`src/design/eccf_pkg.sv`:
```
// ----------------------------------------------------------------------------
// eccf_pkg: shared definitions for the circle collision time finder
// Entry format between the front and back parts, operation and axis codes.
// ----------------------------------------------------------------------------
package eccf_pkg;

   localparam int MaxCircles = 1024;
   localparam int QueueDepth = 2;
   localparam int QueuePtrW  = $clog2(QueueDepth);

   localparam logic [16:0] TIME_ONE = 17'h10000;

   // Configuration register indexes.
   localparam logic [1:0] CSR_WIDTH  = 2'd0;
   localparam logic [1:0] CSR_HEIGHT = 2'd1;
   localparam logic [1:0] CSR_STEP   = 2'd2;

   // What the back part has to do with an entry.
   localparam logic [1:0] OP_NOP  = 2'd0;
   localparam logic [1:0] OP_WALL = 2'd1;
   localparam logic [1:0] OP_PAIR = 2'd2;

   // Outcome of the front part's look at one wall axis.
   localparam logic [1:0] AX_MISS = 2'd0;
   localparam logic [1:0] AX_ZERO = 2'd1;
   localparam logic [1:0] AX_DIV  = 2'd2;

   typedef struct packed {
      logic [1:0]  cls;
      logic [16:0] num;   // magnitude of the distance to the wall
      logic [16:0] vel;   // magnitude of the scaled velocity
   } axis_type;

   typedef struct packed {
      logic [1:0]         op;
      logic               last;
      logic [9:0]         id_a;
      logic [9:0]         id_b;
      axis_type           ax_x;
      axis_type           ax_y;
      logic signed [16:0] dx;
      logic signed [16:0] dy;
      logic signed [16:0] rvx;
      logic signed [16:0] rvy;
      logic signed [16:0] wx;
      logic signed [16:0] wy;
      logic [12:0]        msum;
   } entry_type;

endpackage

```
`src/design/eccf_queue.sv`:
```
// ----------------------------------------------------------------------------
// eccf_queue: short entry queue between the front and back parts
// A small circular buffer with a fill count.
// ----------------------------------------------------------------------------
module eccf_queue (
   input  logic                clock,
   input  logic                reset,
   input  logic                push_valid,
   output logic                push_ready,
   input  eccf_pkg::entry_type push_data,
   output logic                pop_valid,
   input  logic                pop_ready,
   output eccf_pkg::entry_type pop_data
);

   eccf_pkg::entry_type                   mem_ff [eccf_pkg::QueueDepth];
   logic [eccf_pkg::QueuePtrW-1:0]        wr_ff, wr_in, rd_ff, rd_in;
   logic [eccf_pkg::QueuePtrW:0]          cnt_ff, cnt_in;
   logic                                  do_push, do_pop;

   localparam logic [eccf_pkg::QueuePtrW:0] FULL = (eccf_pkg::QueuePtrW + 1)'(eccf_pkg::QueueDepth);
   localparam logic [eccf_pkg::QueuePtrW-1:0] LAST = eccf_pkg::QueuePtrW'(eccf_pkg::QueueDepth - 1);

   assign push_ready = cnt_ff != FULL;
   assign pop_valid  = cnt_ff != '0;
   assign pop_data   = mem_ff[rd_ff];
   assign do_push    = push_valid && push_ready;
   assign do_pop     = pop_valid && pop_ready;

   always_comb begin
      wr_in  = do_push ? ((wr_ff == LAST) ? '0 : wr_ff + 1'b1) : wr_ff;
      rd_in  = do_pop ? ((rd_ff == LAST) ? '0 : rd_ff + 1'b1) : rd_ff;
      cnt_in = cnt_ff;
      if (do_push && !do_pop) begin
         cnt_in = cnt_ff + 1'b1;
      end else if (do_pop && !do_push) begin
         cnt_in = cnt_ff - 1'b1;
      end
   end

   always_ff @(posedge clock) begin
      if (reset) begin
         wr_ff  <= '0;
         rd_ff  <= '0;
         cnt_ff <= '0;
      end else begin
         wr_ff  <= wr_in;
         rd_ff  <= rd_in;
         cnt_ff <= cnt_in;
      end
   end

   always_ff @(posedge clock) begin
      if (do_push) begin
         mem_ff[wr_ff] <= push_data;
      end
   end

endmodule

```
`config.mk`:
```
export PLATFORM = sky130hd
export DESIGN_NAME = eccf_queue
export DESIGN_NICKNAME = d
export VERILOG_FILES = /design/src/design/eccf_pkg.sv /design/src/design/eccf_queue.sv
export SDC_FILE = /design/constraint.sdc
export NUM_CORES = 1
export LEC_CHECK = 0
export BUFFER_PORTS_ARGS = -buffer_cell sky130_fd_sc_hd__buf_2
export CAP_MARGIN = 30
export CELL_PAD_IN_SITES_DETAIL_PLACEMENT = 0
export CELL_PAD_IN_SITES_GLOBAL_PLACEMENT = 1
export CORE_MARGIN = 1.5
export CORE_UTILIZATION = 45
export CTS_CLUSTER_SIZE = 28
export DETAILED_ROUTE_END_ITERATION = 8
export PLACE_DENSITY_LB_ADDON = 0.1
export SLEW_MARGIN = 20
export SYNTH_ARGS = -nofsm -noshare
export SYNTH_HDL_FRONTEND = slang
export SYNTH_SLANG_ARGS = --single-unit
```
`constraint.sdc`:
```
create_clock -name clock -period 8.95 [get_ports clock]
set_input_delay 0.895 -clock clock [delete_from_list [all_inputs] [get_ports clock]]
set_output_delay 0.895 -clock clock [all_outputs]
set_load 0.01 [all_outputs]
```
* After elaboration in Yosys (flattened, before gate mapping)
Memory sizes are Yosys's and may differ from the RTL's. A register that Yosys moved wholly into a read port is not among the register bits.
Cells that the tools add are included.
** Word-level totals
- Input port bits :: 214
- Register bits after elaboration :: 4
- Memories :: 1
- Output and inout bits :: 212
- RAM bits :: 420
- Logic and storage cells :: 25
** Memory list
- mem_ff :: words 2, bits a word 210, rd ports 1, clocked after memory_dff 1, wr ports 1, line eccf_queue.sv:16 : eccf_pkg::entry_type mem_ff [eccf_pkg::QueueDepth];
** Operators by class
- Reductions and logical operators :: 8
- Multiplexer cells :: 8
- Add/subtract/negate cells :: 4
- Eq/ne operators :: 1
** Operator list (count)
- 1-bit 2-to-1 mux :: 6
- 1-bit logical AND :: 4
- 2-bit 2-to-1 mux :: 2
- 2-bit nonzero test :: 2
- 1-bit adder (second input constant) :: 2
- 2-bit by 1-bit adder with 2-bit output (second input constant) :: 1
- 1-bit zero test :: 2
- 2-bit != test (second input constant) :: 1
- 2-bit by 1-bit subtractor with 2-bit output (second input constant) :: 1

* Logic depth before layout (Yosys ltp)
Gate-level depths: netlist (run 1).
- Depth in word-level cells :: 6
- Mapped depth :: 6
- Mapped depth without buffers :: 6

* Worst setup path after synthesis (run 1)
Ideal clock, no wire load.
- Path kind :: input port to flip-flop
- From :: input push_valid
- To :: memory mem_ff[1][0] (netlist bit) (enable)
- Setup time :: 0.598 ns
- Required time :: 8.352 ns
- Path buffers :: 0
- Stages :: 1
- Setup slack :: 2.613 ns
- Arrival :: 5.739 ns
- Cells stage by stage :: and3_1
** On the way
- Word-level cells in the longest chain between the ends :: 3
** Ends and longest elaborated chain
- from (decl) :: line eccf_queue.sv:8 : input logic push_valid,
- 1-bit logical AND :: line eccf_queue.sv:27 : assign do_push = push_valid && push_ready;
- 1-bit 2-to-1 mux :: line eccf_queue.sv:54 : if (do_push) begin
- 1-bit 2-to-1 mux (not written as such) :: line eccf_queue.sv:55 : mem_ff[wr_ff] <= push_data;
- to (decl) :: line eccf_queue.sv:16
Every way passes these cells.

==> flow_metrics.env, run 1 <==
export IMPL_worst_path_buf_inv=3
export IMPL_cpPeakStageDelay_ps=810
export IMPL_std_cell_rows=67
export IMPL_clkTransAtPathRegs_ps=50
export IMPL_post_cts_hold_buffer_count=0
export IMPL_vias_after_detailed_routing=7869
export IMPL_setup_worst_path_class="reg2out"
export IMPL_ff2ff_path_depth=5
export IMPL_hold_path_startpoint="rd_ff"
export IMPL_cts_repair_resized=0
export IMPL_detailedRoute_firstIterationViolations=404
export IMPL_seq_area_frac_synth_pct=82.3
export IMPL_r2r_slack_ps=5910
export IMPL_fillerInstances=2697
export IMPL_setup_tns_final_ps=0
export IMPL_timing_critical_path_fanout_max=53
export IMPL_number_of_distinct_library_cell_variants_in_the_gate_level_netlist_after_synthesis=18
export IMPL_synth_seq_cells=425
export IMPL_antenna_left=0
export IMPL_vias_per_cell=4.87
export IMPL_clock_buffers_created_by_tritoncts=44
export IMPL_timing_final_crit_share_pct=41.8
export IMPL_cts_path_max_buffers=3
export IMPL_floorplan_initialDensity_pct=45.9
export IMPL_power_density_cell_area_mw_per_mm2=282
export IMPL_worst_skew_pair_late_latency_ps=520
export IMPL_ir_drop_mv=0.198
export IMPL_die_w_um=188
export IMPL_antenna_found_initial=10
export IMPL_final_hold_viol_count=0
export IMPL_grt_pass1_wl_mm=46.7
export IMPL_grt_total_usage_pct=17.5
export IMPL_numPortBuffers=425
export IMPL_layout_commonest_cell="sky130_fd_sc_hd__buf_2"
export IMPL_syn_instance_count=677
export IMPL_timing_critical_path_arrival_ps=2850
export IMPL_clock_root_buffer="sky130_fd_sc_hd__clkbuf_16"
export IMPL_drt_pre_antenna_iters=4
export IMPL_grt_max_degree=96
export IMPL_fp_dieH_um=188
export IMPL_route_final_wire_length_mm=31.7
export IMPL_drive_gt1_share_pct=60.1
export IMPL_drv_slew=0
export IMPL_nets=1350
export IMPL_final_core_utilization_pct=57.4
export IMPL_cts_htree_levels=2
export IMPL_number_of_warnings_reported_in_the_yosys_synthesis_log=0
export IMPL_design_portCount=426
export IMPL_max_slew_margin_rel_pct=37.6
export IMPL_leakagePower_nw=7.15
export IMPL_clock_fmax_mhz=267
export IMPL_yosys_top_cells_area="sky130_fd_sc_hd__edfxtp_1 (82%), sky130_fd_sc_hd__mux2_2 (15%), sky130_fd_sc_hd__buf_6 (1.6%)"
export IMPL_post_cts_buffers=0
export IMPL_result_of_the_run="completed"
export IMPL_worst_slew_pin_transition_ps=936
export IMPL_slowest_stage="sky130_fd_sc_hd__dfxtp_4"
export IMPL_detail_route_wl_per_cell_um=19.7
export IMPL_place_congestion=0.733
export IMPL_cpLargestDelayFamily="buffers and inverters"
export IMPL_remaining_drc_errors=0
export IMPL_end_kind="output pin"
export IMPL_timing_critical_path_from_type="flop"
export IMPL_cap_viol_max_count=0
export IMPL_setup_viol=0
export IMPL_grt_overflow_total=0
export IMPL_rsz_0062_raised_after_global_routing="no"
export IMPL_floorplan_core_area_sq_mm=0.0337
export IMPL_syn_mean_instance_area_sq_um=22.8
export IMPL_period_needed_ps=3740
export IMPL_grt_pass1_vias=8118
export IMPL_place_detailed_hpwl_mm=21.4
export IMPL_timing_hold_worst_path_depth=2
export IMPL_timing_hold_worst_class="reg2reg"
export IMPL_worst_reg2reg_endpoint="mem_ff[0][199]"
export IMPL_post_synth_instance_area_sq_mm=0.0155
export IMPL_signed_area_change_from_the_synthesized_netlist_to_the_final_layout_pct=25.2
export IMPL_synth_fp_nets=892
export IMPL_synth_top_area_cell="sky130_fd_sc_hd__edfxtp_1"
export IMPL_fin_worst_skew_ps=10.2
export IMPL_layout_common_cells="sky130_fd_sc_hd__buf_2 (425), sky130_fd_sc_hd__edfxtp_1 (420), sky130_fd_sc_hd__mux2_2 (210)"
export IMPL_clock_tree_from_tritoncts="yes"
export IMPL_die_area_sq_mm=0.0355
export IMPL_timing_critical_path_required_ps=8060
export IMPL_share_of_the_synthesized_area_in_the_top_cell_type_pct=81.6
export IMPL_critical_path_cell_chain="buf_4 -> buf_12 -> mux2_2 -> buf_2"
export IMPL_cts_num_sinks=425
export IMPL_critical_path_reg2reg_startpoint="cnt_ff[0]"
## cells in the mapped netlist
master / number
sky130_fd_sc_hd__nor2_1: 3
sky130_fd_sc_hd__buf_6: 22
sky130_fd_sc_hd__nand2b_1: 1
sky130_fd_sc_hd__or2_2: 1
sky130_fd_sc_hd__or3_1: 1
sky130_fd_sc_hd__and2_1: 1
sky130_fd_sc_hd__ha_1: 1
sky130_fd_sc_hd__o21ai_0: 2
sky130_fd_sc_hd__nand3b_1: 1
sky130_fd_sc_hd__mux2_2: 210
sky130_fd_sc_hd__xor2_1: 3
sky130_fd_sc_hd__inv_1: 1
sky130_fd_sc_hd__and3_1: 1
sky130_fd_sc_hd__a21bo_2: 1
sky130_fd_sc_hd__buf_2: 1
sky130_fd_sc_hd__edfxtp_1: 420
sky130_fd_sc_hd__a21oi_1: 2
sky130_fd_sc_hd__dfxtp_1: 5
## per-layer routing
layer	share of wire [%]	GRT usage, %	vias up
met5	0.17	0	-
met3	9.0	6.48	61
met1	38	20.5	3886
met2	50	29.6	293
met4	3.1	6.35	10
li1	-	-	3619
## flip-flops by register name, indices dropped and copies added (netlist names), named ones only
| register | flops |
|---|---|
| mem_ff | 420 |
| cnt_ff | 2 |
| wr_ff | 1 |
| rd_ff | 1 |
## worst max-delay path by stage
stage,from,end,slack (ps),cells after the start
2_1_floorplan,push_valid,mem_ff[1][0],2610,1
3_3_place_gp,push_valid,mem_ff[0][139],5500,4
3_5_place_dp,push_valid,mem_ff[0][189],5540,5
4_1_cts,flop,pop_data[150],5100,4
5_1_grt,flop,pop_data[150],5000,4
6_report,flop,pop_data[96],5210,4
## report_power, final
group	internal (mW)	leakage [nW]	switching, mW
combinational	0.585	2.58	0.683
sequential	2.49	3.96	0.0797
clock	0.945	0.609	0.671
## worst min-delay path, delay by kind of cell (launching register included)
family / cells / cell delay, ps
xor+xnor: 1 / 80
flops: 1 / 320
simple gates: 1 / 70
## stage by stage
| stage | hold WS (ps) | power, mW | instances | cell area [sq um] | worst slack [ps] |
|---|---|---|---|---|---|
| after global placement | 486 | 3.87 | 1532 | 17900 | 5500 |
| after global routing | 532 | 5.69 | 1615 | 19300 | 5000 |
| after detailed placement | 494 | 3.90 | 1537 | 18100 | 5540 |
| after floorplan | 471 | 3.45 | 677 | 15500 | 2610 |
| final | 503 | 5.45 | 1615 | 19300 | 5210 |
| after CTS | 510 | 5.53 | 1610 | 19300 | 5100 |
## logic make-up after synthesis
| family | synth area share [%] |
|---|---|
| flip-flops | 82.3 |
| multiplexers | 15.3 |
| buffers and inverters | 1.66 |
| AND/OR/NAND/NOR | 0.324 |
| AO/OA/AOI/OAI | 0.194 |
| XOR/XNOR | 0.170 |
| adder cells (fa/ha/maj) | 0.0810 |
## cell type report
type / count / area, sq um / area share, %
clock inverter: 11 / 70.1 / 0.362
timing repair buffer: 435 / 2290 / 11.9
antenna: 5 / 12.5 / 0.0647
sequential: 425 / 12700 / 65.7
clock buffer: 62 / 1190 / 6.15
inverter: 1 / 11.3 / 0.0582
tap: 448 / 561 / 2.90
multi-input combinational: 228 / 2490 / 12.9
(Power assumes the default switching activity.)
==> run 2, diff against run 1 <==
--- a/config.mk
+++ b/config.mk
@@ -10,7 +10,7 @@
 export CELL_PAD_IN_SITES_DETAIL_PLACEMENT = 0
 export CELL_PAD_IN_SITES_GLOBAL_PLACEMENT = 1
 export CORE_MARGIN = 1.5
-export CORE_UTILIZATION = 45
+export CORE_UTILIZATION = 44
 export CTS_CLUSTER_SIZE = 28
 export DETAILED_ROUTE_END_ITERATION = 8
 export PLACE_DENSITY_LB_ADDON = 0.1
==> constraint.sdc (replaced) <==
create_clock -name clock -period 3.8 [get_ports clock]
set_input_delay 0.38 -clock clock [delete_from_list [all_inputs] [get_ports clock]]
set_output_delay 0.38 -clock clock [all_outputs]
set_load 0.01 [all_outputs]
==> flow_metrics.env, run 2 (synthesis gave the netlist of run 1 again) <==
export IMPL_remaining_drc_errors=0
export IMPL_p_seq_share_pct=46.0
export IMPL_grt_pass1_vias=8093
export IMPL_vias_per_cell=4.80
export IMPL_cpLargestDelayFamily="buffers and inverters"
export IMPL_floorplan_initialDensity_pct=44.7
export IMPL_top_register="mem_ff"
export IMPL_combinationalPowerShare_pct=23.1
export IMPL_clock_tree_from_tritoncts="yes"
export IMPL_detail_route_wl_per_cell_um=19.4
export IMPL_ir_drop_mv=0.463
export IMPL_switching_power_mw=3.43
export IMPL_clock_buffers_created_by_tritoncts=45
export IMPL_setup_worst_path_class="reg2out"
export IMPL_grt_max_degree=85
export IMPL_antenna_left=0
export IMPL_floorplan_core_area_sq_mm=0.0345
export IMPL_grt_pass1_wl_mm=46.1
export IMPL_numPortBuffers=425
export IMPL_place_congestion=0.715
export IMPL_timing_hold_worst_path_depth=1
export IMPL_fillerInstances=2851
export IMPL_place_detailed_hpwl_mm=20.9
export IMPL_timing_critical_path_arrival_ps=2160
export IMPL_power_frac_clock_pct=30.8
export IMPL_rsz_0062_raised_after_global_routing="no"
export IMPL_seq_area_sq_mm=0.0127
export IMPL_whs_endpoint="mem_ff[1][14]"
export IMPL_end_kind="output pin"
export IMPL_drive_gt1_share_pct=60.5
export IMPL_drt_pre_antenna_iters=4
export IMPL_signed_area_change_from_the_synthesized_netlist_to_the_final_layout_pct=26.1
export IMPL_cpPeakStageDelay_ps=560
export IMPL_clock_fmax_mhz=394
export IMPL_cts_num_sinks=425
export IMPL_route_final_wire_length_mm=31.7
export IMPL_nets=1352
export IMPL_timing_critical_path_required_ps=3420
export IMPL_ff2ff_path_depth=4
export IMPL_antenna_found_initial=17
export IMPL_cap_viol_max_count=0
export IMPL_worst_reg2reg_endpoint="mem_ff[0][179]"
export IMPL_detailedRoute_firstIterationViolations=394
export IMPL_period_needed_ps=2540
export IMPL_layout_common_cells="sky130_fd_sc_hd__buf_2 (425), sky130_fd_sc_hd__edfxtp_1 (420), sky130_fd_sc_hd__mux2_2 (210)"
export IMPL_result_of_the_run="completed"
export IMPL_post_cts_buffers=0
export IMPL_hold_path_startpoint="push_data[14]"
export IMPL_power_density_cell_area_mw_per_mm2=670
export IMPL_preCtsSetupSlack_ps=1560
export IMPL_timing_final_crit_share_pct=66.8
export IMPL_r2r_slack_ps=1620
export IMPL_setup_slack_ps=1260
export IMPL_worst_slew_pin_transition_ps=855
export IMPL_timing_critical_path_from_type="flop"
export IMPL_timing_hold_worst_class="in2reg"
export IMPL_max_slew_margin_rel_pct=43.0
export IMPL_std_cell_rows=68
export IMPL_fin_worst_skew_ps=9.95
export IMPL_clock_root_buffer="sky130_fd_sc_hd__clkbuf_16"
export IMPL_slowest_stage="sky130_fd_sc_hd__dfxtp_4"
export IMPL_fp_dieH_um=190
export IMPL_sw_frac_of_total_pct=26.3
export IMPL_post_cts_hold_buffer_count=0
export IMPL_timing_critical_path_fanout_max=84
export IMPL_die_area_sq_mm=0.0363
export IMPL_layout_commonest_cell="sky130_fd_sc_hd__buf_2"
export IMPL_layout_top_registers="mem_ff (420), cnt_ff (2)"
export IMPL_cts_htree_levels=2
export IMPL_cts_repair_resized=0
export IMPL_die_w_um=190
export IMPL_clkTransAtPathRegs_ps=60
export IMPL_worst_path_buf_inv=2
export IMPL_grt_total_usage_pct=17.0
export IMPL_cts_path_max_buffers=3
export IMPL_design_portCount=426
export IMPL_critical_path_cell_chain="buf_12 -> mux2_2 -> buf_2"
export IMPL_grt_overflow_total=0
export IMPL_multi_input_area_sq_mm=0.00250
export IMPL_final_hold_viol_count=0
export IMPL_internal_power_mw=9.62
export IMPL_flip_flop_count_of_the_largest_register_after_layout=420
export IMPL_setup_viol=0
export IMPL_critical_path_reg2reg_startpoint="cnt_ff[1]"
export IMPL_finalPower_mw=13.0
export IMPL_worst_skew_pair_late_latency_ps=520
export IMPL_vias_after_detailed_routing=7852
export IMPL_drv_slew=0
export IMPL_hold_slack_ps=46.3
export IMPL_leakagePower_nw=7.19
run 2: worst reg2reg max path, delay by kind of cell (launching register included):
| kind | cells | cell delay, ps |
|---|---|---|
| buf+inv | 2 | 1150 |
| flops | 1 | 410 |
| simple gates | 2 | 240 |
run 2: cell type report:
class                      count  share of cell area (%)
multi-input combinational    228                    12.8
inverter                       1                  0.0385
timing repair buffer         436                    11.9
clock inverter                15                   0.623
tap                          455                    2.92
sequential                   425                    65.3
antenna                        9                   0.116
clock buffer                  66                    6.34
run 2: per-stage QoR:
stage | area [sq um] | utilization (%) | TNS [ps] | cells
3_5_place_dp | 18100 | 52.4 | 0 | 1545
6_report | 19500 | 56.4 | 0 | 1635
2_1_floorplan | 15500 | - | -75710 | 677
3_3_place_gp | 18100 | 52.4 | 0 | 1545
5_1_grt | 19500 | 56.4 | 0 | 1633
4_1_cts | 19500 | 56.3 | 0 | 1626
run 2: worst max path at each step:
stage,startpoint,endpoint,slack [ps],cells after the start
2_1_floorplan,cnt_ff[0],mem_ff[0][0],-360,3
3_3_place_gp,push_valid,mem_ff[0][128],1590,4
3_5_place_dp,push_valid,mem_ff[0][125],1560,4
4_1_cts,flop,pop_data[14],1210,3
5_1_grt,flop,pop_data[117],1150,3
6_report,flop,pop_data[117],1260,3
run 2: power by group through the flow:
| stage | clock (mW) | sequential [mW] | combinational, mW |
|---|---|---|---|
| after floorplan | 0 | 6.11 | 1.97 |
| after global placement | 0 | 6.08 | 3.09 |
| after detailed placement | 0 | 6.11 | 3.09 |
| after CTS | 4.15 | 6.01 | 3.10 |
| after global routing | 4.32 | 6.06 | 3.26 |
| final | 4.02 | 6.00 | 3.02 |
run 2: per-layer routing:
layer / part of all wire (%) / global-route usage (%) / routed length (um) / vias up
met3: 9.9 / 6.88 / 3130 / 72
li1: - / - / - / 3640
met5: 0.23 / 0 / 72 / -
met1: 36 / 19.0 / 11500 / 3842
met2: 51 / 28.8 / 16100 / 284
met4: 2.7 / 6.66 / 866 / 14
