==> src/design/eccf_pkg.sv <==
// ----------------------------------------------------------------------------
// eccf_pkg: shared definitions for the circle collision time finder
// Entry format between the front and back parts, operation and axis codes.
// ----------------------------------------------------------------------------
package eccf_pkg;

   localparam int MaxCircles = 1024;
   localparam int QueueDepth = 2;
   localparam int QueuePtrW  = $clog2(QueueDepth);

   localparam logic [16:0] TIME_ONE = 17'h10000;

   // Configuration register indexes.
   localparam logic [1:0] CSR_WIDTH  = 2'd0;
   localparam logic [1:0] CSR_HEIGHT = 2'd1;
   localparam logic [1:0] CSR_STEP   = 2'd2;

   // What the back part has to do with an entry.
   localparam logic [1:0] OP_NOP  = 2'd0;
   localparam logic [1:0] OP_WALL = 2'd1;
   localparam logic [1:0] OP_PAIR = 2'd2;

   // Outcome of the front part's look at one wall axis.
   localparam logic [1:0] AX_MISS = 2'd0;
   localparam logic [1:0] AX_ZERO = 2'd1;
   localparam logic [1:0] AX_DIV  = 2'd2;

   typedef struct packed {
      logic [1:0]  cls;
      logic [16:0] num;   // magnitude of the distance to the wall
      logic [16:0] vel;   // magnitude of the scaled velocity
   } axis_type;

   typedef struct packed {
      logic [1:0]         op;
      logic               last;
      logic [9:0]         id_a;
      logic [9:0]         id_b;
      axis_type           ax_x;
      axis_type           ax_y;
      logic signed [16:0] dx;
      logic signed [16:0] dy;
      logic signed [16:0] rvx;
      logic signed [16:0] rvy;
      logic signed [16:0] wx;
      logic signed [16:0] wy;
      logic [12:0]        msum;
   } entry_type;

endpackage

==> src/design/eccf_back.sv <==
// ----------------------------------------------------------------------------
// eccf_back: collision time evaluation and earliest hit tracking
// Shared multiply-accumulate, digit-serial square root and divider.
// ----------------------------------------------------------------------------
module eccf_back (
   input  logic                clock,
   input  logic                reset,
   input  logic                pop_valid,
   output logic                pop_ready,
   input  eccf_pkg::entry_type pop_data,
   output logic                rsp_valid,
   input  logic                rsp_ready,
   output logic [16:0]         rsp_earliest_time,
   output logic [9:0]          rsp_first_collider,
   output logic [9:0]          rsp_second_collider,
   output logic                rsp_wall_hit,
   output logic                rsp_no_collision
);

   localparam logic [2:0] ST_IDLE   = 3'd0;
   localparam logic [2:0] ST_MAC    = 3'd1;
   localparam logic [2:0] ST_SQRT   = 3'd2;
   localparam logic [2:0] ST_DIVSET = 3'd3;
   localparam logic [2:0] ST_DIV    = 3'd4;
   localparam logic [2:0] ST_WALL   = 3'd5;
   localparam logic [2:0] ST_FINISH = 3'd6;

   localparam logic [1:0] SH_0  = 2'd0;
   localparam logic [1:0] SH_17 = 2'd1;
   localparam logic [1:0] SH_18 = 2'd2;
   localparam logic [1:0] SH_34 = 2'd3;

   localparam logic [5:0] SQRT_LAST = 6'd33;
   localparam logic [4:0] DIV_LAST  = 5'd16;

   logic [2:0]          state_ff, state_in;
   eccf_pkg::entry_type ent_ff;
   logic [3:0]          step_ff, step_in;
   logic signed [69:0]  acc_ff, acc_next;
   logic [33:0]         a_ff, a_in;
   logic signed [34:0]  b_ff, b_in;
   logic signed [34:0]  c_ff, c_in;
   logic                axis_y_ff, axis_y_in;
   logic [67:0]         rad_ff, rad_in;
   logic [37:0]         rem_ff, rem_in;
   logic [33:0]         root_ff, root_in;
   logic [5:0]          iter_ff, iter_in;
   logic [49:0]         dr_ff, dr_in;
   logic [50:0]         dsh_ff, dsh_in;
   logic [16:0]         quo_ff, quo_in;
   logic [4:0]          dcnt_ff, dcnt_in;
   logic [16:0]         best_time_ff, best_time_in;
   logic [9:0]          best_first_ff, best_first_in;
   logic [9:0]          best_second_ff, best_second_in;
   logic                best_wall_ff, best_wall_in;
   logic                none_ff, none_in;
   logic                rsp_valid_ff, rsp_valid_in;
   logic [16:0]         rsp_time_ff;
   logic [9:0]          rsp_first_ff, rsp_second_ff;
   logic                rsp_wall_ff, rsp_none_ff;
   logic                rsp_load;

   // Multiply-accumulate operand selection.
   logic signed [17:0] mac_a, mac_b;
   logic [1:0]         mac_sh;
   logic               mac_sub, mac_clr;
   logic signed [35:0] prod;
   logic signed [69:0] term, acc_base;

   function automatic logic signed [17:0] lo17(input logic [33:0] x);
      return $signed({1'b0, x[16:0]});
   endfunction

   function automatic logic signed [17:0] hi17(input logic [33:0] x);
      return $signed({1'b0, x[33:17]});
   endfunction

   logic [34:0] b_neg;
   logic [33:0] bm;

   assign b_neg = -b_ff;
   assign bm    = b_neg[33:0];

   always_comb begin
      mac_a   = '0;
      mac_b   = '0;
      mac_sh  = SH_0;
      mac_sub = 1'b0;
      mac_clr = 1'b0;
      unique case (step_ff)
         4'd0: begin
            mac_a = 18'(ent_ff.rvx); mac_b = 18'(ent_ff.dx); mac_clr = 1'b1;
         end
         4'd1: begin
            mac_a = 18'(ent_ff.rvy); mac_b = 18'(ent_ff.dy);
         end
         4'd2: begin
            mac_a = 18'(ent_ff.wx); mac_b = 18'(ent_ff.wx); mac_clr = 1'b1;
         end
         4'd3: begin
            mac_a = 18'(ent_ff.wy); mac_b = 18'(ent_ff.wy);
         end
         4'd4: begin
            mac_a = 18'(ent_ff.wx); mac_b = 18'(ent_ff.dx); mac_clr = 1'b1;
         end
         4'd5: begin
            mac_a = 18'(ent_ff.wy); mac_b = 18'(ent_ff.dy);
         end
         4'd6: begin
            mac_a = 18'(ent_ff.dx); mac_b = 18'(ent_ff.dx); mac_clr = 1'b1;
         end
         4'd7: begin
            mac_a = 18'(ent_ff.dy); mac_b = 18'(ent_ff.dy);
         end
         4'd8: begin
            mac_a = $signed({5'b0, ent_ff.msum});
            mac_b = $signed({5'b0, ent_ff.msum});
            mac_sub = 1'b1;
         end
         4'd9: begin
            mac_a = lo17(bm); mac_b = lo17(bm); mac_clr = 1'b1;
         end
         4'd10: begin
            // Cross term counted twice through the extra shift.
            mac_a = lo17(bm); mac_b = hi17(bm); mac_sh = SH_18;
         end
         4'd11: begin
            mac_a = hi17(bm); mac_b = hi17(bm); mac_sh = SH_34;
         end
         4'd12: begin
            mac_a = lo17(a_ff); mac_b = lo17(c_ff[33:0]); mac_sub = 1'b1;
         end
         4'd13: begin
            mac_a = lo17(a_ff); mac_b = hi17(c_ff[33:0]); mac_sub = 1'b1; mac_sh = SH_17;
         end
         4'd14: begin
            mac_a = hi17(a_ff); mac_b = lo17(c_ff[33:0]); mac_sub = 1'b1; mac_sh = SH_17;
         end
         default: begin
            mac_a = hi17(a_ff); mac_b = hi17(c_ff[33:0]); mac_sub = 1'b1; mac_sh = SH_34;
         end
      endcase

      prod = mac_a * mac_b;
      term = 70'(prod);
      unique case (mac_sh)
         SH_17:   term = term <<< 17;
         SH_18:   term = term <<< 18;
         SH_34:   term = term <<< 34;
         default: term = term;
      endcase
      acc_base = mac_clr ? '0 : acc_ff;
      acc_next = mac_sub ? (acc_base - term) : (acc_base + term);
   end

   // Square root step: two radicand bits per cycle.
   logic [37:0] rem_sh, sq_trial;
   logic        sq_ge;

   always_comb begin
      rem_sh   = {rem_ff[35:0], rad_ff[67:66]};
      sq_trial = {2'b0, root_ff, 2'b01};
      sq_ge    = rem_sh >= sq_trial;
   end

   // Divider setup and restoring step.
   logic [33:0] div_n;
   logic [34:0] div_d;
   logic        div_ovf;
   logic [50:0] dr_ext;
   logic        div_ge;
   logic [50:0] dr_sub;
   logic [16:0] quo_next;
   eccf_pkg::axis_type ax_cur;

   always_comb begin
      ax_cur = axis_y_ff ? ent_ff.ax_y : ent_ff.ax_x;
      if (ent_ff.op == eccf_pkg::OP_WALL) begin
         div_n = {17'b0, ax_cur.num};
         div_d = {18'b0, ax_cur.vel};
      end else begin
         div_n = c_ff[33:0];
         div_d = {1'b0, bm} + {1'b0, root_ff};
      end
      div_ovf  = {2'b0, div_n} >= {div_d, 1'b0};
      dr_ext   = {1'b0, dr_ff};
      div_ge   = dr_ext >= dsh_ff;
      dr_sub   = dr_ext - dsh_ff;
      quo_next = {quo_ff[15:0], div_ge};
   end

   logic        rec_en;
   logic [16:0] rec_time;
   logic [9:0]  rec_second;
   logic        rec_wall;
   logic        dnz;

   assign dnz       = (ent_ff.dx != 0) || (ent_ff.dy != 0);
   assign pop_ready = state_ff == ST_IDLE;
   assign rsp_load  = (state_ff == ST_FINISH) && ent_ff.last && (!rsp_valid_ff || rsp_ready);

   always_comb begin
      state_in  = state_ff;
      step_in   = step_ff;
      a_in      = a_ff;
      b_in      = b_ff;
      c_in      = c_ff;
      axis_y_in = axis_y_ff;
      rad_in    = rad_ff;
      rem_in    = rem_ff;
      root_in   = root_ff;
      iter_in   = iter_ff;
      dr_in     = dr_ff;
      dsh_in    = dsh_ff;
      quo_in    = quo_ff;
      dcnt_in   = dcnt_ff;
      rec_en    = 1'b0;
      rec_time  = '0;
      rec_second = ent_ff.id_b;
      rec_wall  = 1'b0;

      unique case (state_ff)
         ST_IDLE: begin
            if (pop_valid) begin
               axis_y_in = 1'b0;
               step_in   = '0;
               unique case (pop_data.op)
                  eccf_pkg::OP_WALL: state_in = ST_WALL;
                  eccf_pkg::OP_PAIR: state_in = ST_MAC;
                  default:           state_in = ST_FINISH;
               endcase
            end
         end
         ST_MAC: begin
            step_in = step_ff + 1'b1;
            unique case (step_ff)
               4'd1: begin
                  // Pairs that move apart are skipped.
                  if (dnz && !acc_next[69]) begin
                     state_in = ST_FINISH;
                  end
               end
               4'd3: begin
                  a_in = acc_next[33:0];
                  if (acc_next[33:0] == 0) begin
                     state_in = ST_FINISH;
                  end
               end
               4'd5: b_in = acc_next[34:0];
               4'd8: begin
                  c_in = acc_next[34:0];
                  if (acc_next[69]) begin
                     // Already overlapping.
                     rec_en   = 1'b1;
                     state_in = ST_FINISH;
                  end else if (!b_ff[34]) begin
                     rec_en   = (acc_next[34:0] == 0) && (b_ff == 0) && (best_time_ff != 0);
                     state_in = ST_FINISH;
                  end else if (acc_next[34:0] == 0) begin
                     rec_en   = best_time_ff != 0;
                     state_in = ST_FINISH;
                  end
               end
               4'd15: begin
                  if (acc_next[69]) begin
                     // Negative discriminant.
                     state_in = ST_FINISH;
                  end else begin
                     rad_in   = acc_next[67:0];
                     rem_in   = '0;
                     root_in  = '0;
                     iter_in  = '0;
                     state_in = ST_SQRT;
                  end
               end
               default: ;
            endcase
         end
         ST_SQRT: begin
            rem_in  = sq_ge ? (rem_sh - sq_trial) : rem_sh;
            root_in = {root_ff[32:0], sq_ge};
            rad_in  = {rad_ff[65:0], 2'b00};
            iter_in = iter_ff + 1'b1;
            if (iter_ff == SQRT_LAST) begin
               state_in = ST_DIVSET;
            end
         end
         ST_WALL: begin
            rec_second = {9'b0, axis_y_ff};
            rec_wall   = 1'b1;
            unique case (ax_cur.cls)
               eccf_pkg::AX_ZERO: begin
                  rec_en   = 1'b1;
                  state_in = ST_FINISH;
               end
               eccf_pkg::AX_DIV: state_in = ST_DIVSET;
               default: begin
                  if (axis_y_ff) begin
                     state_in = ST_FINISH;
                  end else begin
                     axis_y_in = 1'b1;
                  end
               end
            endcase
         end
         ST_DIVSET: begin
            if (div_ovf) begin
               // Quotient is at least two substeps: never the earliest.
               if (ent_ff.op == eccf_pkg::OP_WALL && !axis_y_ff) begin
                  axis_y_in = 1'b1;
                  state_in  = ST_WALL;
               end else begin
                  state_in = ST_FINISH;
               end
            end else begin
               dr_in    = {div_n, 16'b0};
               dsh_in   = {div_d, 16'b0};
               quo_in   = '0;
               dcnt_in  = '0;
               state_in = ST_DIV;
            end
         end
         ST_DIV: begin
            dr_in   = div_ge ? dr_sub[49:0] : dr_ff;
            dsh_in  = {1'b0, dsh_ff[50:1]};
            quo_in  = quo_next;
            dcnt_in = dcnt_ff + 1'b1;
            if (dcnt_ff == DIV_LAST) begin
               rec_time = quo_next;
               if (ent_ff.op == eccf_pkg::OP_WALL) begin
                  rec_second = {9'b0, axis_y_ff};
                  rec_wall   = 1'b1;
               end
               if (quo_next < best_time_ff) begin
                  rec_en   = 1'b1;
                  state_in = ST_FINISH;
               end else if (ent_ff.op == eccf_pkg::OP_WALL && !axis_y_ff) begin
                  axis_y_in = 1'b1;
                  state_in  = ST_WALL;
               end else begin
                  state_in = ST_FINISH;
               end
            end
         end
         ST_FINISH: begin
            if (!ent_ff.last || rsp_load) begin
               state_in = ST_IDLE;
            end
         end
         default: state_in = ST_IDLE;
      endcase
   end

   always_comb begin
      best_time_in   = best_time_ff;
      best_first_in  = best_first_ff;
      best_second_in = best_second_ff;
      best_wall_in   = best_wall_ff;
      none_in        = none_ff;
      if (rsp_load) begin
         best_time_in   = eccf_pkg::TIME_ONE;
         best_first_in  = '0;
         best_second_in = '0;
         best_wall_in   = 1'b0;
         none_in        = 1'b1;
      end else if (rec_en) begin
         best_time_in   = rec_time;
         best_first_in  = ent_ff.id_a;
         best_second_in = rec_second;
         best_wall_in   = rec_wall;
         none_in        = 1'b0;
      end
      rsp_valid_in = rsp_load || (rsp_valid_ff && !rsp_ready);
   end

   always_ff @(posedge clock) begin
      if (reset) begin
         state_ff       <= ST_IDLE;
         best_time_ff   <= eccf_pkg::TIME_ONE;
         best_first_ff  <= '0;
         best_second_ff <= '0;
         best_wall_ff   <= 1'b0;
         none_ff        <= 1'b1;
         rsp_valid_ff   <= 1'b0;
      end else begin
         state_ff       <= state_in;
         best_time_ff   <= best_time_in;
         best_first_ff  <= best_first_in;
         best_second_ff <= best_second_in;
         best_wall_ff   <= best_wall_in;
         none_ff        <= none_in;
         rsp_valid_ff   <= rsp_valid_in;
      end
   end

   always_ff @(posedge clock) begin
      if (pop_valid && pop_ready) begin
         ent_ff <= pop_data;
      end
      if (state_ff == ST_MAC) begin
         acc_ff <= acc_next;
      end
      step_ff   <= step_in;
      a_ff      <= a_in;
      b_ff      <= b_in;
      c_ff      <= c_in;
      axis_y_ff <= axis_y_in;
      rad_ff    <= rad_in;
      rem_ff    <= rem_in;
      root_ff   <= root_in;
      iter_ff   <= iter_in;
      dr_ff     <= dr_in;
      dsh_ff    <= dsh_in;
      quo_ff    <= quo_in;
      dcnt_ff   <= dcnt_in;
      if (rsp_load) begin
         rsp_time_ff   <= best_time_ff;
         rsp_first_ff  <= best_first_ff;
         rsp_second_ff <= best_second_ff;
         rsp_wall_ff   <= best_wall_ff;
         rsp_none_ff   <= none_ff;
      end
   end

   assign rsp_valid           = rsp_valid_ff;
   assign rsp_earliest_time   = rsp_time_ff;
   assign rsp_first_collider  = rsp_first_ff;
   assign rsp_second_collider = rsp_second_ff;
   assign rsp_wall_hit        = rsp_wall_ff;
   assign rsp_no_collision    = rsp_none_ff;

endmodule

==> config.mk <==
export PLATFORM = sky130hd
export DESIGN_NAME = eccf_back
export DESIGN_NICKNAME = d
export VERILOG_FILES = /design/src/design/eccf_pkg.sv /design/src/design/eccf_back.sv
export SDC_FILE = /design/constraint.sdc
export NUM_CORES = 2
export LEC_CHECK = 0
export BUFFER_PORTS_ARGS = -buffer_cell sky130_fd_sc_hd__buf_2
export CAP_MARGIN = 40
export CORE_MARGIN = 1
export CORE_UTILIZATION = 57
export DETAILED_ROUTE_END_ITERATION = 6
export PLACE_DENSITY = 0.78
export SLEW_MARGIN = 5
export SYNTH_ARGS = -nofsm -noshare
export SYNTH_HDL_FRONTEND = slang
export SYNTH_SLANG_ARGS = --single-unit
export TNS_END_PERCENT = 100
==> constraint.sdc <==
create_clock -name clock -period 16.3 [get_ports clock]
set_clock_uncertainty 0.1 [all_clocks]
set_input_delay 1.63 -clock clock [delete_from_list [all_inputs] [get_ports clock]]
set_output_delay 1.63 -clock clock [all_outputs]
set_load 0.05 [all_outputs]
**Word level (Yosys, flattened, before mapping)**

Cells that the tools add are included.
Widths: inputs -> output; s select.

- Output and inout port bits: 41
- Logic and storage cells: 231
- Bits in registers: 736
- Input port bits: 214

- Magnitude comparators: 4
- Equality and inequality tests: 47
- Reduce and logical (&&, ||, !) cells: 52
- Mux-type cells: 75
- $mul: 1
- $add $sub $neg: 9

Operators by type and width:

| cell | number |
|---|---|
| $pmux 69 s3 | 1 |
| $pmux 18 s10 | 1 |
| $mux 36 | 4 |
| $pmux 18 s8 | 1 |
| $mux 70 | 2 |
| $mux 68 | 2 |
| $pmux 68 s2 | 1 |
| $mux 34 | 3 |
| $pmux 51 s2 | 1 |
| $mux 50 | 2 |
| $pmux 50 s2 | 1 |
| $pmux 36 s2 | 1 |
| $add 70x70->70 | 1 |
| $logic_not 35->1 | 2 |
| $sub 70x70->70 | 1 |
| $pmux 34 s2 | 1 |
| $reduce_bool 32->1 | 2 |
| $ge 50x51->1 | 1 |
| $mux 51 | 1 |
| $sub 50x50->50 | 1 |
| $mux 3 | 13 |
| $ge 38x36->1 | 1 |
| $ge 34x36->1 | 1 |
| $mul 18x18->36 | 1 |
| other kinds (62) | 142 |

**Depth between registers and ports, before layout**

- Depth after elaboration: 14
- Mapped depth: 61
- Depth with buffers taken out: 56

**Worst setup path before layout**

Ideal clock, no wire load.

- Kind: register -> register
- From: register b_ff[4]
- To: register iter_ff[0] (enable)
- Period minus slack after synthesis: 17.215 ns
- Path slack: -0.915 ns
- Buffers on the path: 3
- Stages on the path, launching flop included: 55
- Data arrival time: 16.607 ns
- Setup time: 0.509 ns
- Data required time: 15.691 ns
- Cell sequence: edfxtp_1 or4_4 or4_4 or3_1 nor3_1 nand2b_1 nor3_1 nand2_1 or3_1 xor2_1 a221oi_1 nand2_1 o21ai_1 clkbuf_1 nor2_1 fa_1 inv_1 fa_1 [19 not listed] nand3_1 nor4_1 nor2b_1 a21oi_1 xor2_1 ha_1 a21o_1 a21o_1 a21o_1 a21o_1 a21o_1 a21oi_1 nand2_1 o221a_2 xnor2_1 xnor2_2 nand4_1 nand2_1

- Word-level cells in the longest chain between the ends: 8
- Elaborated cells between the ends (all ways): 10
- Classes of those cells: add/sub (3); mul (1); eq/ne (1); mux (4); reduce/logical (1)

Ends and longest elaborated chain:

| item | RTL line | text |
|---|---|---|
| start, declared | eccf_back.sv:41 | `logic signed [34:0] b_ff, b_in;` |
| start signal, assigned | eccf_back.sv:405 | `b_ff <= b_in;` |
| $neg 34->34 (*) | eccf_back.sv:81 | `assign b_neg = -b_ff;` |
| $pmux 18 s10 or $pmux 18 s8 (tied branches) | eccf_back.sv:90 | `unique case (step_ff)` |
| $mul 18x18->36 (*) | eccf_back.sv:144 | `prod = mac_a * mac_b;` |
| $pmux 69 s3 | eccf_back.sv:146 | `unique case (mac_sh)` |
| $sub 70x70->70 or $add 70x70->70 (tied branches) | eccf_back.sv:153 | `acc_next = mac_sub ? (acc_base - term) : (acc_base + term);` |
| $mux 70 (*) | eccf_back.sv:153 |  |
| $ne 2x2->1 (no line) (*) | -- |  |
| $reduce_and 3->1 (no line) (*) | -- |  |
| end signal, assigned | eccf_back.sv:411 | `iter_ff <= iter_in;` |
| end, declared | eccf_back.sv:47 | `logic [5:0] iter_ff, iter_in;` |

Mark *: on every way between the ends. The rest lies on a longest branch, timed or not.
A chain may end at the register's enable or synchronous reset.

**Final worst setup path**

- From: register b_ff[4]
- To: register best_wall_ff

- Elaborated cells between the ends (all ways): 17
- Classes of those cells: add/sub (3); mul (1); mux (9); reduce/logical (4)

RTL lines:

| item | RTL line | text |
|---|---|---|
| $neg 34->34 (*) | eccf_back.sv:81 |  |
| $pmux 18 s10 or $pmux 18 s8 (tied branches) | eccf_back.sv:90 |  |
| $mul 18x18->36 (*) | eccf_back.sv:144 |  |
| $pmux 69 s3 | eccf_back.sv:146 |  |
| $sub 70x70->70 or $add 70x70->70 (tied branches) | eccf_back.sv:153 |  |
| $mux 70 (*) | eccf_back.sv:153 |  |
| named net acc_next[69] | eccf_back.sv:39 | `logic signed [69:0] acc_ff, acc_next;` |
| $mux 1 (*) | eccf_back.sv:252 | `if (acc_next[69]) begin` |
| $mux 1 (*) | eccf_back.sv:236 | `unique case (step_ff)` |
| $pmux 1 s3 (*) | eccf_back.sv:222 | `unique case (state_ff)` |
| end signal, assigned | eccf_back.sv:390 | `best_wall_ff <= best_wall_in;` |
| end, declared | eccf_back.sv:55 | `logic best_wall_ff, best_wall_in;` |

The timed path passes the listed nets; every way through them passes the cells marked *.

==> results.txt <==
----------------------------------------------------
[Global routing]
  Antenna violations before repair ... 14
  Leftover overflow at the end of global routing ... 0
  Pin count of the biggest net entering global routing ... 77
  First-pass GRT wire length ... 277 mm
  Number of global-route vias before repair ... 45748
  GRT Resource Usage Total ... 37.1%

[Floorplan]
  Boundary Pins ... 255
  Die Y ... 317 µm
  Full die area ... 0.100 mm²
  Placeable Area ... 0.0973 mm²
  Effective utilization at floorplan ... 58.0%
  Die X-Extent ... 317 µm
  Number of rows created at floorplan ... 114

[Worst hold path]
  Terminating pin of the worst hold path ... rsp_first_collider[2]
  Startpoint of the lowest-slack hold path ... best_first_ff[2]
  Hold Crit Class ... reg2reg
  Hold Path Stages ... 0

[Yosys]
  Gate count after technology mapping ... 5757
  Share of the yosys chip area belonging to registers ... 38.4%
  Async set-reset flop share out of synthesis ... 0%
  Most numerous cell in the Yosys netlist ... sky130_fd_sc_hd__edfxtp_1
  Net count after synthesis ... 6647
  Yosys top cell by area ... sky130_fd_sc_hd__edfxtp_1
  Area contributors post-synth ... sky130_fd_sc_hd__edfxtp_1 (37%), sky130_fd_sc_hd__fa_1 (12%), sky130_fd_sc_hd__ha_1 (7.6%)
  Number of synthesis warnings ... 0
  Synth Area per Inst ... 9.79 µm²
  Ranking of synthesized cells by instance count ... sky130_fd_sc_hd__edfxtp_1 (693), sky130_fd_sc_hd__nand2_1 (636), sky130_fd_sc_hd__inv_1 (597)
  Distinct cell type count of the synthesized netlist ... 95
  Total of flip-flops plus latches after synthesis ... 736
  Area of the mapped netlist ... 0.0564 mm²
  Most frequently used flop master after synthesis ... sky130_fd_sc_hd__edfxtp_1
  EDFF count, synth ... 693
  Top-area cell type share of the netlist area ... 36.9%

[Worst setup path]
  Critical-path top delay cell ... sky130_fd_sc_hd__fa_1
  Maximum fanout along the worst path ... 18
  Kind of cell with the highest combined delay on the critical path ... simple AND/OR/NAND/NOR gates
  CP endpoint kind ... flop
  Kind of launch point of the worst setup path ... flop
  Crit path required time ... 16.76 ns
  Setup slack of the most critical reg-to-reg path ... 0.64 ns
  CP Launch Point ... b_ff[4]
  Slowest stage delay, CP ... 0.72 ns
  Reg-to-reg critical path startpoint ... b_ff[4]
  Count of buffering cells on the critical path with inverters included ... 13
  Cell repeated most along the worst path ... sky130_fd_sc_hd__fa_1
  Crit Path Class ... reg2reg
  Endpoint of the most critical register-to-register path ... best_wall_ff
  Worst Reg2Reg Path Length in Cells ... 58
  Worst EP arrival ... 16.12 ns

[CTS]
  Postcts setup bufs ... 0
  Number of sinks handled by clock tree synthesis ... 736
  Inserted Clock Buffers ... 81
  Clock buffer depth ... 3
  Reg clk slew, reported paths ... 0.07 ns
  Clock insertion delay at the later pin of the skew report ... 0.69 ns
  CTS HTree Levels ... 3
  Clock root buffer ... sky130_fd_sc_hd__clkbuf_16
  CTS tree ... built

[Finish]
  Area overhead of the layout relative to synthesis ... 12.7%
  Non-Filler Cell Area, Final ... 0.0635 mm²
  Nets ... 7013
  Share of cells above drive strength 1 ... 12.9%
  Core Util, Final ... 65.3%
  Fill cells ... 7774

[Detailed routing]
  DRC violation total after the first TritonRoute iteration ... 6334
  Via-to-Cell Ratio ... 6.29
  Post-route antenna net violation count ... 0
  Via count ... 47011
  Aggregate routed wire length ... 187 mm
  # DRC ... 50
  Wire length per cell ... 25.0 µm
  Drt pass-1 iters ... 7

[STA]
  Max-slew violation count ... 0
  Post-route worst setup slack ... 0.638 ns
  Achievable frequency ... 63.8 MHz
  Period utilisation layout ... 96.1%
  Final Critical Period ... 15.66 ns
  Final setup TNS ... 0 ns
  Number of hold violations in the final report ... 0
  Tightest Pin Transition ... 1.02 ns
  Slew Limit Headroom ... 31.4%
  Count of final setup violators ... 0

[Run status]
  Status ... complete, but fails checks
  Failing checks ... design-rule violations

[Run]
  Max-cap violation count ... 0

[Placement]
  Post-place setup slack ... 0.521 ns
  Placement-stage cell area ... 0.0606 mm²
  Half-perimeter wire length after detailed placement ... 145 mm
  Global placer's final weighted congestion ... 1.09
  Number of buffers inserted by port buffering ... 254

----------------------------------------------------
-- through the flow --
stage,hold slack (ns),instances
6_report,0.323,7478
5_1_grt,0.331,7468
4_1_cts,0.327,7462
3_5_place_dp,0.314,7314
3_3_place_gp,0.315,7299
2_1_floorplan,0.308,5757
-- worst reg2reg max path, delay by kind of cell, from the launching register on --
| kind | cells | cell delay, ns |
|---|---|---|
| compound gates | 16 | 3.75 |
| buf+inv | 13 | 1.74 |
| simple gates | 16 | 4.51 |
| flops | 1 | 0.43 |
| fa+ha+maj | 8 | 4.01 |
| xor+xnor | 5 | 1.00 |
-- registers in the layout, summed over array words and instances (netlist names), 16 cells and up --
| signal | count |
|---|---|
| ent_ff | 210 |
| rsp_earliest_time | 17 |
| c_ff | 34 |
| a_ff | 34 |
| b_ff | 35 |
| root_ff | 34 |
| dsh_ff | 51 |
| rem_ff | 36 |
| quo_ff | 16 |
| acc_ff | 70 |
| best_time_ff | 17 |
| rad_ff | 68 |
| dr_ff | 50 |
-- worst max-delay path by stage --
stage	slack [ns]	endpoint	cells after the start
finish	0.64	best_wall_ff	58
global route	-0.04	best_wall_ff	61
CTS	0.42	best_wall_ff	50
detailed placement	0.52	rad_ff[66]	54
global placement	0.68	best_second_ff[0]	46
floorplan	0.44	iter_ff[0]	54
-- timing repair --
item	CTS	global route
endpoints found under the setup margin	0	195
hold buffers	0	0
gates resized for setup	0	33
-- per-layer routing --
| layer | up-vias | wire length, µm | track usage (%) |
|---|---|---|---|
| li1 | 20986 | - | - |
| met1 | 22378 | 70700 | 48.8 |
| met2 | 3033 | 79400 | 54.7 |
| met3 | 608 | 24300 | 11.4 |
| met4 | 6 | 12400 | 20.6 |
| met5 | - | 50 | 0 |
-- cell type report --
type | count | area [µm²] | area share (%)
multi-input cells | 4177 | 31700 | 50.0
clock buffers | 107 | 2250 | 3.54
diodes | 14 | 35.0 | 0.0551
flip-flops and latches | 736 | 21700 | 34.1
clock inverters | 41 | 507 | 0.798
well taps | 1276 | 1600 | 2.51
inverters | 600 | 2250 | 3.54
repair buffers | 527 | 3480 | 5.47
-- cell usage in the layout (no fill, tap or decap), types with 102 or more instances in the layout --
cell type,instances
sky130_fd_sc_hd__ha_1,343
sky130_fd_sc_hd__buf_2,257
sky130_fd_sc_hd__buf_4,258
sky130_fd_sc_hd__a21oi_1,281
sky130_fd_sc_hd__xnor2_1,177
sky130_fd_sc_hd__nand3_1,133
sky130_fd_sc_hd__and2_1,126
sky130_fd_sc_hd__fa_1,332
sky130_fd_sc_hd__xor2_1,102
sky130_fd_sc_hd__inv_1,596
sky130_fd_sc_hd__edfxtp_1,693
sky130_fd_sc_hd__a21o_1,141
sky130_fd_sc_hd__nor2_1,517
sky130_fd_sc_hd__o21ai_0,254
sky130_fd_sc_hd__nand2_1,631
-- cells by family (layout without fill, tap and decap cells) --
family,after synthesis,count (layout),synth area share (%)
compound gates,1245,1245,14.7
xor+xnor,284,284,4.45
fa+ha+maj,676,676,19.4
buf+inv,844,1275,5.72
flops,736,736,38.4
mux,86,86,1.55
other cells,0,14,0
simple gates,1886,1886,15.7
Power is not shown: default switching activity piles up to over one toggle a cycle in this logic, so the estimate is an artifact.
